File: src/rtl/rlpf_pkg.sv
package rlpf_pkg;

   localparam int POS_W = 22;
   localparam int DEFL_W = 12;
   localparam int GAIN_W = 16;
   localparam int STEP_W = 16;
   localparam int TIME_W = 27;
   localparam int PER_W = 16;
   localparam int GAIN_SHIFT_DEF = 8;
   localparam int POS_LIMIT = 2000000;
   localparam int CSR_IDX_W = 2;
   localparam int CSR_DATA_W = 32;

   // distance per axis fits 24 bits, squared sum fits 50 bits
   localparam int DIST_W = 24;
   localparam int SUM_W = 50;
   localparam int ROOT_W = 25;
   localparam int NUM_W = DIST_W + STEP_W + 1;

   localparam logic [CSR_IDX_W-1:0] CSR_GAIN = 2'd0;
   localparam logic [CSR_IDX_W-1:0] CSR_STEP = 2'd1;
   localparam logic [CSR_IDX_W-1:0] CSR_DURATION = 2'd2;

   localparam logic OP_START = 1'b0;
   localparam logic OP_TICK = 1'b1;

   typedef enum logic [2:0] {
      ST_IDLE,
      ST_GOAL,
      ST_SQUARE,
      ST_SQRT,
      ST_DIV,
      ST_RESP
   } state_type;

endpackage

File: src/rtl/rate_limited_position_follower.sv
// start transaction: result valid the cycle after acceptance; tick transaction: goal update per axis,
// squared-distance sum, restoring square root, then a divide per axis (skipped at zero distance)
// throughput: one transaction at a time; the next is taken the cycle after the result is accepted
// the restoring square root and divide steps produce one result bit per cycle
// synchronous active-high reset clears positions, elapsed time and loads register defaults
module rate_limited_position_follower #(
   parameter int GAIN_SHIFT = rlpf_pkg::GAIN_SHIFT_DEF
) (
   input  logic                                clock,
   input  logic                                reset,
   input  logic                                req_valid,
   output logic                                req_ready,
   input  logic                                req_operation,
   input  logic signed [rlpf_pkg::POS_W-1:0]   req_meas_x,
   input  logic signed [rlpf_pkg::POS_W-1:0]   req_meas_y,
   input  logic signed [rlpf_pkg::POS_W-1:0]   req_meas_z,
   input  logic signed [rlpf_pkg::DEFL_W-1:0]  req_defl_x,
   input  logic signed [rlpf_pkg::DEFL_W-1:0]  req_defl_y,
   input  logic signed [rlpf_pkg::DEFL_W-1:0]  req_defl_z,
   input  logic        [rlpf_pkg::PER_W-1:0]   req_period_us,
   output logic                                rsp_valid,
   input  logic                                rsp_ready,
   output logic signed [rlpf_pkg::POS_W-1:0]   rsp_cmd_x,
   output logic signed [rlpf_pkg::POS_W-1:0]   rsp_cmd_y,
   output logic signed [rlpf_pkg::POS_W-1:0]   rsp_cmd_z,
   output logic                                rsp_finished,
   input  logic                                csr_valid,
   output logic                                csr_ready,
   input  logic        [rlpf_pkg::CSR_IDX_W-1:0]  csr_index,
   input  logic        [rlpf_pkg::CSR_DATA_W-1:0] csr_data
);
   import rlpf_pkg::*;

   localparam int PROD_W = DEFL_W + GAIN_W + 1;
   localparam int GSUM_W = PROD_W + 2;

   state_type state_ff, state_in;
   logic [GAIN_W-1:0] gain_ff, gain_in;
   logic [STEP_W-1:0] step_ff, step_in;
   logic [TIME_W-1:0] dur_ff, dur_in;
   logic signed [POS_W-1:0] goal_ff [3];
   logic signed [POS_W-1:0] goal_in [3];
   logic signed [POS_W-1:0] cmd_ff [3];
   logic signed [POS_W-1:0] cmd_in [3];
   logic [TIME_W-1:0] elapsed_ff, elapsed_in;
   logic signed [DEFL_W-1:0] defl_ff [3];
   logic signed [DEFL_W-1:0] defl_in [3];
   logic [1:0] axis_ff, axis_in;
   logic [5:0] cnt_ff, cnt_in;
   logic [SUM_W-1:0] acc_ff, acc_in;
   logic [SUM_W-1:0] rem_ff, rem_in;
   logic [ROOT_W-1:0] root_ff, root_in;
   logic [NUM_W-1:0] num_ff, num_in;
   logic [NUM_W-1:0] quo_ff, quo_in;
   logic fin_ff, fin_in;

   logic signed [PROD_W-1:0] prod;
   logic signed [GSUM_W-1:0] inc, gsum;
   logic signed [DIST_W-1:0] delta;
   logic [DIST_W-1:0] adist;
   logic [2*DIST_W-1:0] sq;
   logic [SUM_W+1:0] trial;
   logic [SUM_W+1:0] remsh;
   logic [ROOT_W+1:0] dtrial;
   logic [ROOT_W+1:0] drem;
   logic signed [DIST_W+1:0] nsum;
   logic [TIME_W:0] tsum;

   function automatic logic signed [POS_W-1:0] clamp(input logic signed [GSUM_W-1:0] v);
      logic signed [POS_W-1:0] r;
      if (v > GSUM_W'(POS_LIMIT)) r = POS_W'(POS_LIMIT);
      else if (v < -GSUM_W'(POS_LIMIT)) r = -POS_W'(POS_LIMIT);
      else r = v[POS_W-1:0];
      return r;
   endfunction

   assign req_ready = (state_ff == ST_IDLE);
   assign csr_ready = (state_ff == ST_IDLE);
   assign rsp_valid = (state_ff == ST_RESP);
   assign rsp_cmd_x = cmd_ff[0];
   assign rsp_cmd_y = cmd_ff[1];
   assign rsp_cmd_z = cmd_ff[2];
   assign rsp_finished = fin_ff;

   always_ff @(posedge clock) begin
      if (reset) begin
         state_ff <= ST_IDLE;
         gain_ff <= GAIN_W'(256);
         step_ff <= STEP_W'(1000);
         dur_ff <= TIME_W'(10000000);
         elapsed_ff <= '0;
         for (int i = 0; i < 3; i++) begin
            goal_ff[i] <= '0;
            cmd_ff[i] <= '0;
         end
      end else begin
         state_ff <= state_in;
         gain_ff <= gain_in;
         step_ff <= step_in;
         dur_ff <= dur_in;
         elapsed_ff <= elapsed_in;
         goal_ff <= goal_in;
         cmd_ff <= cmd_in;
      end
   end

   always_ff @(posedge clock) begin
      defl_ff <= defl_in;
      axis_ff <= axis_in;
      cnt_ff <= cnt_in;
      acc_ff <= acc_in;
      rem_ff <= rem_in;
      root_ff <= root_in;
      num_ff <= num_in;
      quo_ff <= quo_in;
      fin_ff <= fin_in;
   end

   always_comb begin
      state_in = state_ff;
      gain_in = gain_ff;
      step_in = step_ff;
      dur_in = dur_ff;
      elapsed_in = elapsed_ff;
      goal_in = goal_ff;
      cmd_in = cmd_ff;
      defl_in = defl_ff;
      axis_in = axis_ff;
      cnt_in = cnt_ff;
      acc_in = acc_ff;
      rem_in = rem_ff;
      root_in = root_ff;
      num_in = num_ff;
      quo_in = quo_ff;
      fin_in = fin_ff;

      prod = PROD_W'(defl_ff[axis_ff]) * $signed({1'b0, gain_ff});
      inc = GSUM_W'(prod >>> GAIN_SHIFT);
      gsum = GSUM_W'(goal_ff[axis_ff]) + inc;
      delta = DIST_W'(goal_ff[axis_ff]) - DIST_W'(cmd_ff[axis_ff]);
      adist = delta[DIST_W-1] ? DIST_W'(-delta) : DIST_W'(delta);
      sq = adist * adist;
      // restoring square root, one result bit per cycle
      remsh = {rem_ff, acc_ff[SUM_W-1 -: 2]};
      trial = {root_ff, 2'b01};
      // restoring divide by root, one quotient bit per cycle
      drem = {acc_ff[ROOT_W:0], num_ff[NUM_W-1]};
      dtrial = drem - {1'b0, root_ff};
      nsum = (DIST_W+2)'(cmd_ff[axis_ff])
           + (delta[DIST_W-1] ? -$signed((DIST_W+2)'(quo_ff))
                              : $signed((DIST_W+2)'(quo_ff)));
      tsum = {1'b0, elapsed_ff} + (TIME_W+1)'(req_period_us);

      case (state_ff)
         ST_IDLE: begin
            if (csr_valid) begin
               case (csr_index)
                  CSR_GAIN: gain_in = csr_data[GAIN_W-1:0];
                  CSR_STEP: step_in = csr_data[STEP_W-1:0];
                  CSR_DURATION: dur_in = csr_data[TIME_W-1:0];
                  default: ;
               endcase
            end
            if (req_valid) begin
               if (req_operation == OP_START) begin
                  goal_in[0] = clamp(GSUM_W'(req_meas_x));
                  goal_in[1] = clamp(GSUM_W'(req_meas_y));
                  goal_in[2] = clamp(GSUM_W'(req_meas_z));
                  cmd_in = goal_in;
                  elapsed_in = '0;
                  fin_in = (dur_ff == '0);
                  state_in = ST_RESP;
               end else begin
                  defl_in[0] = req_defl_x;
                  defl_in[1] = req_defl_y;
                  defl_in[2] = req_defl_z;
                  elapsed_in = tsum[TIME_W] ? '1 : tsum[TIME_W-1:0];
                  axis_in = 2'd0;
                  state_in = ST_GOAL;
               end
            end
         end
         ST_GOAL: begin
            goal_in[axis_ff] = clamp(gsum);
            if (axis_ff == 2'd2) begin
               axis_in = 2'd0;
               acc_in = '0;
               state_in = ST_SQUARE;
            end else begin
               axis_in = axis_ff + 2'd1;
            end
         end
         ST_SQUARE: begin
            acc_in = acc_ff + SUM_W'(sq);
            if (axis_ff == 2'd2) begin
               rem_in = '0;
               root_in = '0;
               cnt_in = 6'(ROOT_W);
               state_in = ST_SQRT;
            end else begin
               axis_in = axis_ff + 2'd1;
            end
         end
         ST_SQRT: begin
            acc_in = acc_ff << 2;
            if (remsh >= trial) begin
               rem_in = SUM_W'(remsh - trial);
               root_in = {root_ff[ROOT_W-2:0], 1'b1};
            end else begin
               rem_in = SUM_W'(remsh);
               root_in = {root_ff[ROOT_W-2:0], 1'b0};
            end
            cnt_in = cnt_ff - 6'd1;
            if (cnt_ff == 6'd1) begin
               if (root_in == '0) begin
                  fin_in = (elapsed_ff >= dur_ff);
                  state_in = ST_RESP;
               end else begin
                  axis_in = 2'd0;
                  state_in = ST_DIV;
                  cnt_in = '0;
               end
            end
         end
         ST_DIV: begin
            if (cnt_ff == '0) begin
               num_in = NUM_W'(adist * step_ff) + NUM_W'(root_ff >> 1);
               acc_in = '0;
               quo_in = '0;
               cnt_in = 6'(NUM_W);
            end else begin
               num_in = num_ff << 1;
               if (!dtrial[ROOT_W+1]) begin
                  acc_in = SUM_W'(dtrial[ROOT_W:0]);
                  quo_in = {quo_ff[NUM_W-2:0], 1'b1};
               end else begin
                  acc_in = SUM_W'(drem[ROOT_W:0]);
                  quo_in = {quo_ff[NUM_W-2:0], 1'b0};
               end
               cnt_in = cnt_ff - 6'd1;
            end
            if (cnt_ff == 6'd1) begin
               cnt_in = 6'd63;
            end
            if (cnt_ff == 6'd63) begin
               cmd_in[axis_ff] = clamp(GSUM_W'(nsum));
               cnt_in = '0;
               if (axis_ff == 2'd2) begin
                  fin_in = (elapsed_ff >= dur_ff);
                  state_in = ST_RESP;
               end else begin
                  axis_in = axis_ff + 2'd1;
               end
            end
         end
         ST_RESP: begin
            if (rsp_ready) state_in = ST_IDLE;
         end
         default: state_in = ST_IDLE;
      endcase
   end

endmodule

File: config.mk
export PLATFORM = sky130hd
export DESIGN_NAME = rate_limited_position_follower
export DESIGN_NICKNAME = d
export VERILOG_FILES = /design/src/rtl/rlpf_pkg.sv /design/src/rtl/rate_limited_position_follower.sv
export SDC_FILE = /design/constraint.sdc
export NUM_CORES = 2
export LEC_CHECK = 0
export BUFFER_PORTS_ARGS = -buffer_cell sky130_fd_sc_hd__buf_2
export CORE_AREA = 5 5 339 341
export DETAILED_ROUTE_END_ITERATION = 12
export DIE_AREA = 0 0 344 346
export HOLD_SLACK_MARGIN = 0.06
export PLACE_DENSITY_LB_ADDON = 0.25
export SLEW_MARGIN = 20
export SYNTH_ARGS = -nofsm -noshare
export SYNTH_HDL_FRONTEND = slang
export SYNTH_SLANG_ARGS = --single-unit
File: constraint.sdc
create_clock -name clock -period 14.59 [get_ports clock]
set_clock_uncertainty 0.1 [all_clocks]
set_input_delay 2.1885 -clock clock [delete_from_list [all_inputs] [get_ports clock]]
set_output_delay 2.1885 -clock clock [all_outputs]
set_load 0.05 [all_outputs]
Yosys cells after proc, flatten, opt, wreduce, memory -nomap -nowiden
Cells that the tools add are included.
- register bits after elaboration: 458
- word-level logic and storage cells: 179
- output and inout bits: 70
- bits of input ports: 158
- $mul: 3
- muxes and demuxes: 79
- bitwise logic cells: 1
- equal/unequal tests: 21
- add/sub/neg operators: 12
- magnitude comparators: 14
- reductions and logical operators: 26
- operator list (operator ; number):
    $mux W22 ; 18
    $pmux W66 S2 ; 2
    $pmux W50 S4 ; 1
    $mux W66 ; 3
    $bwmux W66 ; 2
    $mux W50 ; 2
    $pmux W50 S2 ; 1
    $bmux W22 S2 ; 2
    $mux W26 ; 3
    $gt A22 B22 Y1 const B ; 3
    $lt A22 B22 Y1 const B ; 3
    $mux W27 ; 2
    $ge A52 B27 Y1 ; 1
    $add A50 B48 Y50 ; 1
    $mux W25 ; 2
    $pmux W25 S2 ; 1
    $sub A50 B27 Y50 ; 1
    $mul A24 B24 Y48 ; 1
    $demux W22 S2 ; 1
    $add A40 B24 Y41 ; 1
    $mux W41 ; 1
    $mul A24 B16 Y40 ; 1
    $mux W6 ; 6
    $mul A12 B17 Y29 ; 1
    51 further kinds ; 96

Longest topological paths before layout
- depth after elaboration: 15
- mapped depth: 49
- gate-level depth less buffers: 43

Worst setup path after synthesis
OpenSTA, ideal clock, no wires.
- kind: reg-to-reg
- start point: reg axis_ff[1]
- end point: reg acc_ff[49], data pin
- clock period less this slack: 12428 ps
- buffers on the path: 5
- arrival: 12059 ps
- slack: 2162 ps
- library setup time: 269 ps
- required time: 14221 ps
- stages on the path, launching flop included: 45
- cells stage by stage: edfxtp_1 > buf_1 > clkbuf_1 > buf_1 > mux2i_1 > o21ai_0 > ha_1 > inv_1 > fa_1 > a211oi_4 > o211ai_1 > a311o_1 > a21bo_1 > a31o_1 > nor2b_1 > or2_1 > buf_2 > a41oi_1 > [9 not listed] > inv_1 > fa_1 > fa_1 > inv_1 > fa_1 > inv_1 > ha_1 > a21o_1 > a2111o_1 > a311oi_1 > a2111oi_0 > o21ai_0 > o221ai_1 > a31o_2 > o21ai_0 > a31oi_1 > a221oi_1 > o41ai_1
- longest elaborated chain between the ends: 10
- elaborated cells on any way between the ends: 13
- those cells by class: add/sub (3); mul (1); mux (8); bitwise (1)
- RTL lines (item ; line ; source):
    start, declared ; rate_limited_position_follower.sv:48 ; logic [1:0] axis_ff, axis_in;
    start signal, assigned ; rate_limited_position_follower.sv:109 ; axis_ff <= axis_in;
    $not A2 Y3 (implied by the code) (*) ; rate_limited_position_follower.sv:140 ; delta = DIST_W'(goal_ff[axis_ff]) - DIST_W'(cmd_ff[axis_ff]);
    $bmux W22 S2 ; rate_limited_position_follower.sv:140 ;
    $mux W22 (implied by the code) (2 in series) ; rate_limited_position_follower.sv:140 ;
    $sub A22 B22 Y23 (*) ; rate_limited_position_follower.sv:140 ;
    $neg A23 Y24 ; rate_limited_position_follower.sv:141 ; adist = delta[DIST_W-1] ? DIST_W'(-delta) : DIST_W'(delta);
    $mux W24 (*) ; rate_limited_position_follower.sv:141 ;
    $mul A24 B24 Y48 (*) ; rate_limited_position_follower.sv:142 ; sq = adist * adist;
    $add A50 B48 Y50 (*) ; rate_limited_position_follower.sv:194 ; acc_in = acc_ff + SUM_W'(sq);
    $pmux W50 S4 (*) ; rate_limited_position_follower.sv:154 ; case (state_ff)
    end signal, assigned ; rate_limited_position_follower.sv:111 ; acc_ff <= acc_in;
    end, declared ; rate_limited_position_follower.sv:50 ; logic [SUM_W-1:0] acc_ff, acc_in;
Mark *: on every way between the ends. The rest lies on a longest branch, timed or not. The select of a mux whose other input is x is not followed.
A chain may end at the register's enable or synchronous reset.

Worst setup path after layout
- start point: reg axis_ff[0]
- end point: reg acc_ff[42], data pin
Same word-level chain as after synthesis.

==> impl_metrics.toml <==
[global_route]
antenna_found_initial = 3
use_met1_pct = 43.6
overflow = 0
grt_pass1_wl_um = 317000
grt.busiest_layer = "met2"
use_met3_pct = 6.73
grt_usage_pct = 33.7
grt_max_degree = 94
grt_pass1_vias = 57500
use_met2_pct = 54.0

[cts]
tritoncts = "built"
cts_made_buffers = 52
cts_resized = 0
holdBufCountCts = 0
clkTransAtPathRegs_ns = 0.07
clockBufferDepth = 3
worstSkewPairLatency_ns = 0.63
post_cts_buffers = 0
cts.sinks = 458
cts_root_buf = "clkbuf_16"
cts_max_level = 2

[timing]
rsz0062_at_grt = "no"
finalSetupViolCount = 0
hold_viol = 0
period_minus_slack_ns = 13.70
setup_tns_ns = 0
setup_slack_ns = 0.888
max_freq_ghz = 0.0730
drv_slew = 0
worst_pin_slew_ns = 1.17
finalCritPeriodShare_pct = 93.9
relSlewSlack_pct = 21.0

[placement]
dp_hpwl_um = 155000
port_buffers = 222
gp_congestion = 1.03
dp_slack_ns = 1.33

[worst_setup_path]
worstPathRequired_ns = 14.87
worst_r2r_path_depth = 43
rr_startpoint = "axis_ff[0]$_SDFFCE_PN0P_"
cpMaxStageDelayCell = "o41ai_1"
critPathCaptureType = "register"
worst_ep_arrival_time_ns = 13.98
worst-setup-path-type = "register to register"
crit_family = "compound AO/OA/AOI/OAI gates"
cp_max_fo = 14
r2r_setup_slack_ns = 0.89
r2r_end = "acc_ff[42]$_SDFFCE_PN0P_"
critPathBufInv = 10
critPathMaxStageDelay_ns = 0.97
startpoint_type = "register"

[yosys]
yosysTopAreaCell = "fa_1"
syn-cell-area_um2 = 66500
syn_avg_cell_area_um2 = 8.73
synth_edf_count = 237
netlist.area_leader.share_pct = 28.6
yosysWarnings = 0
yosysSeqAreaShare_pct = 17.3
synth_cells = 7624
ys_types = 114
synth-async-reset-ratio_pct = 0
synth_area_leaders = "fa_1, edfxtp_1, ha_1, inv_1, dfxtp_1"
ys_ff_latch = 458
synth_ff_type = "edfxtp_1"

[floorplan]
dieHeight_um = 346
start_util_pct = 59.6
dieArea_um2 = 119000
coreArea_um2 = 112000
die_w_um = 344
io_pins = 228
rows = 123

[final_layout]
nets = 9417
drive_gt1_share_pct = 7.02
layout_common_cells = "inv_1, nand2_1, fa_1, ha_1, nor2_1"
syn2layout_area_growth_pct = 7.53
layout.cells.most_common = "inv_1"
fillers = 9410

[route]
drcViolationCount = 0
drt_iter0_drc = 4921
num_vias = 55900
antenna_left = 0
drt-total-wl_um = 201000
wl_per_cell_um = 21.6
routed_via_density = 6.01
first_pass_iters = 6

[min_path]
hold_end = "step_ff[2]$_SDFFE_PP0P_"
hold_path_depth = 2
min_from = "step_ff[2]$_SDFFE_PP0P_"
hold_path.class = "register to register"

[flow_run]
maxCapViolCount = 0

[status]
status = "finished clean"
-- kinds of logic after synthesis --
logic type,after synthesis,synth area share (%)
compound gates,1428,14.1
xor+xnor,253,3.33
fa+ha+maj,1498,38.9
buf+inv,1599,9.11
flops,458,17.3
mux,108,1.64
other cells,2,0.0113
simple gates,2278,15.6
-- worst max-delay path by stage --
stage,start,end,slack [ns],depth (start not counted)
3_3_place_gp,axis_ff[0]$_SDFFCE_PN0P_,acc_ff[42]$_SDFFCE_PN0P_,1.45,42
5_1_grt,axis_ff[0]$_SDFFCE_PN0P_,acc_ff[49]$_SDFFCE_PN0P_,0.47,40
3_5_place_dp,axis_ff[0]$_SDFFCE_PN0P_,acc_ff[42]$_SDFFCE_PN0P_,1.33,43
2_1_floorplan,axis_ff[1]$_SDFFCE_PN0P_,acc_ff[49]$_SDFFCE_PN0P_,2.16,44
6_report,axis_ff[0]$_SDFFCE_PN0P_,acc_ff[42]$_SDFFCE_PN0P_,0.89,43
4_1_cts,axis_ff[0]$_SDFFCE_PN0P_,acc_ff[42]$_SDFFCE_PN0P_,1.29,43
-- layout make-up --
class / instances / area, um^2 / area share, %
Sequential cell: 458 / 11500 / 16.1
Inverter: 1264 / 4750 / 6.63
Clock inverter: 19 / 199 / 0.278
Multi-Input combinational cell: 5637 / 49500 / 69.1
Antenna cell: 3 / 7.51 / 0.0105
Clock buffer: 78 / 1610 / 2.24
Tap cell: 1500 / 1880 / 2.62
Timing Repair Buffer: 349 / 2100 / 2.94
-- state kept, by name, summed over array words and instances, names as in the netlist, 16 cells and up --
name / flops
dur_ff: 27
goal_ff: 66
quo_ff: 26
root_ff: 25
elapsed_ff: 27
acc_ff: 50
rem_ff: 50
gain_ff: 16
rsp_cmd_z: 22
step_ff: 16
rsp_cmd_y: 22
defl_ff: 36
num_ff: 41
rsp_cmd_x: 22
-- worst reg2reg max path, delay by kind of cell, from the launching register on --
| family | cells | cell delay, ns |
|---|---|---|
| AO/OA/AOI/OAI | 15 | 4.50 |
| adder cells (fa/ha/maj) | 10 | 4.31 |
| AND/OR/NAND/NOR | 7 | 1.84 |
| buffers and inverters | 10 | 1.18 |
| XOR/XNOR | 1 | 0.77 |
| flip-flops | 1 | 0.73 |
-- metal layers --
layer	up-vias	wire, um	part of all wire (%)
met5	-	8	0.0040
li1	25200	-	-
met2	2625	92500	46
met4	2	12800	6.4
met3	572	17900	8.9
met1	27500	77700	39
-- cells in the mapped netlist, drive strengths merged (49+ instances only) --
cell and count:
a211oi 106, nor4 51, o21ai 322, edfxtp 237, dfxtp 221, xnor2 154, mux2i 102, clkbuf 289
ha 548, nand3 89, o211ai 52, nand2b 49, nand2 1003, a21o 117, and2 195, a31oi 59
a21oi 368, inv 1260, nor3 77, xor2 99, o21a 70, nand4 54, nor2b 53, fa 949
nor2 551
-- per-stage QoR --
stage                     hold slack, ns  area [um^2]  instances  utilization, %
after floorplan                    0.335        66800       7694               -
after global placement             0.345        69700       9207            62.5
after detailed placement           0.348        69700       9207            62.5
after CTS                          0.357        71500       9304            64.1
after global routing               0.386        71500       9305            64.1
final                              0.359        71500       9308            64.1
Power is left out: the tool's default activity adds up to more than one toggle a clock period on the data nets, which glitch-free logic cannot reach.
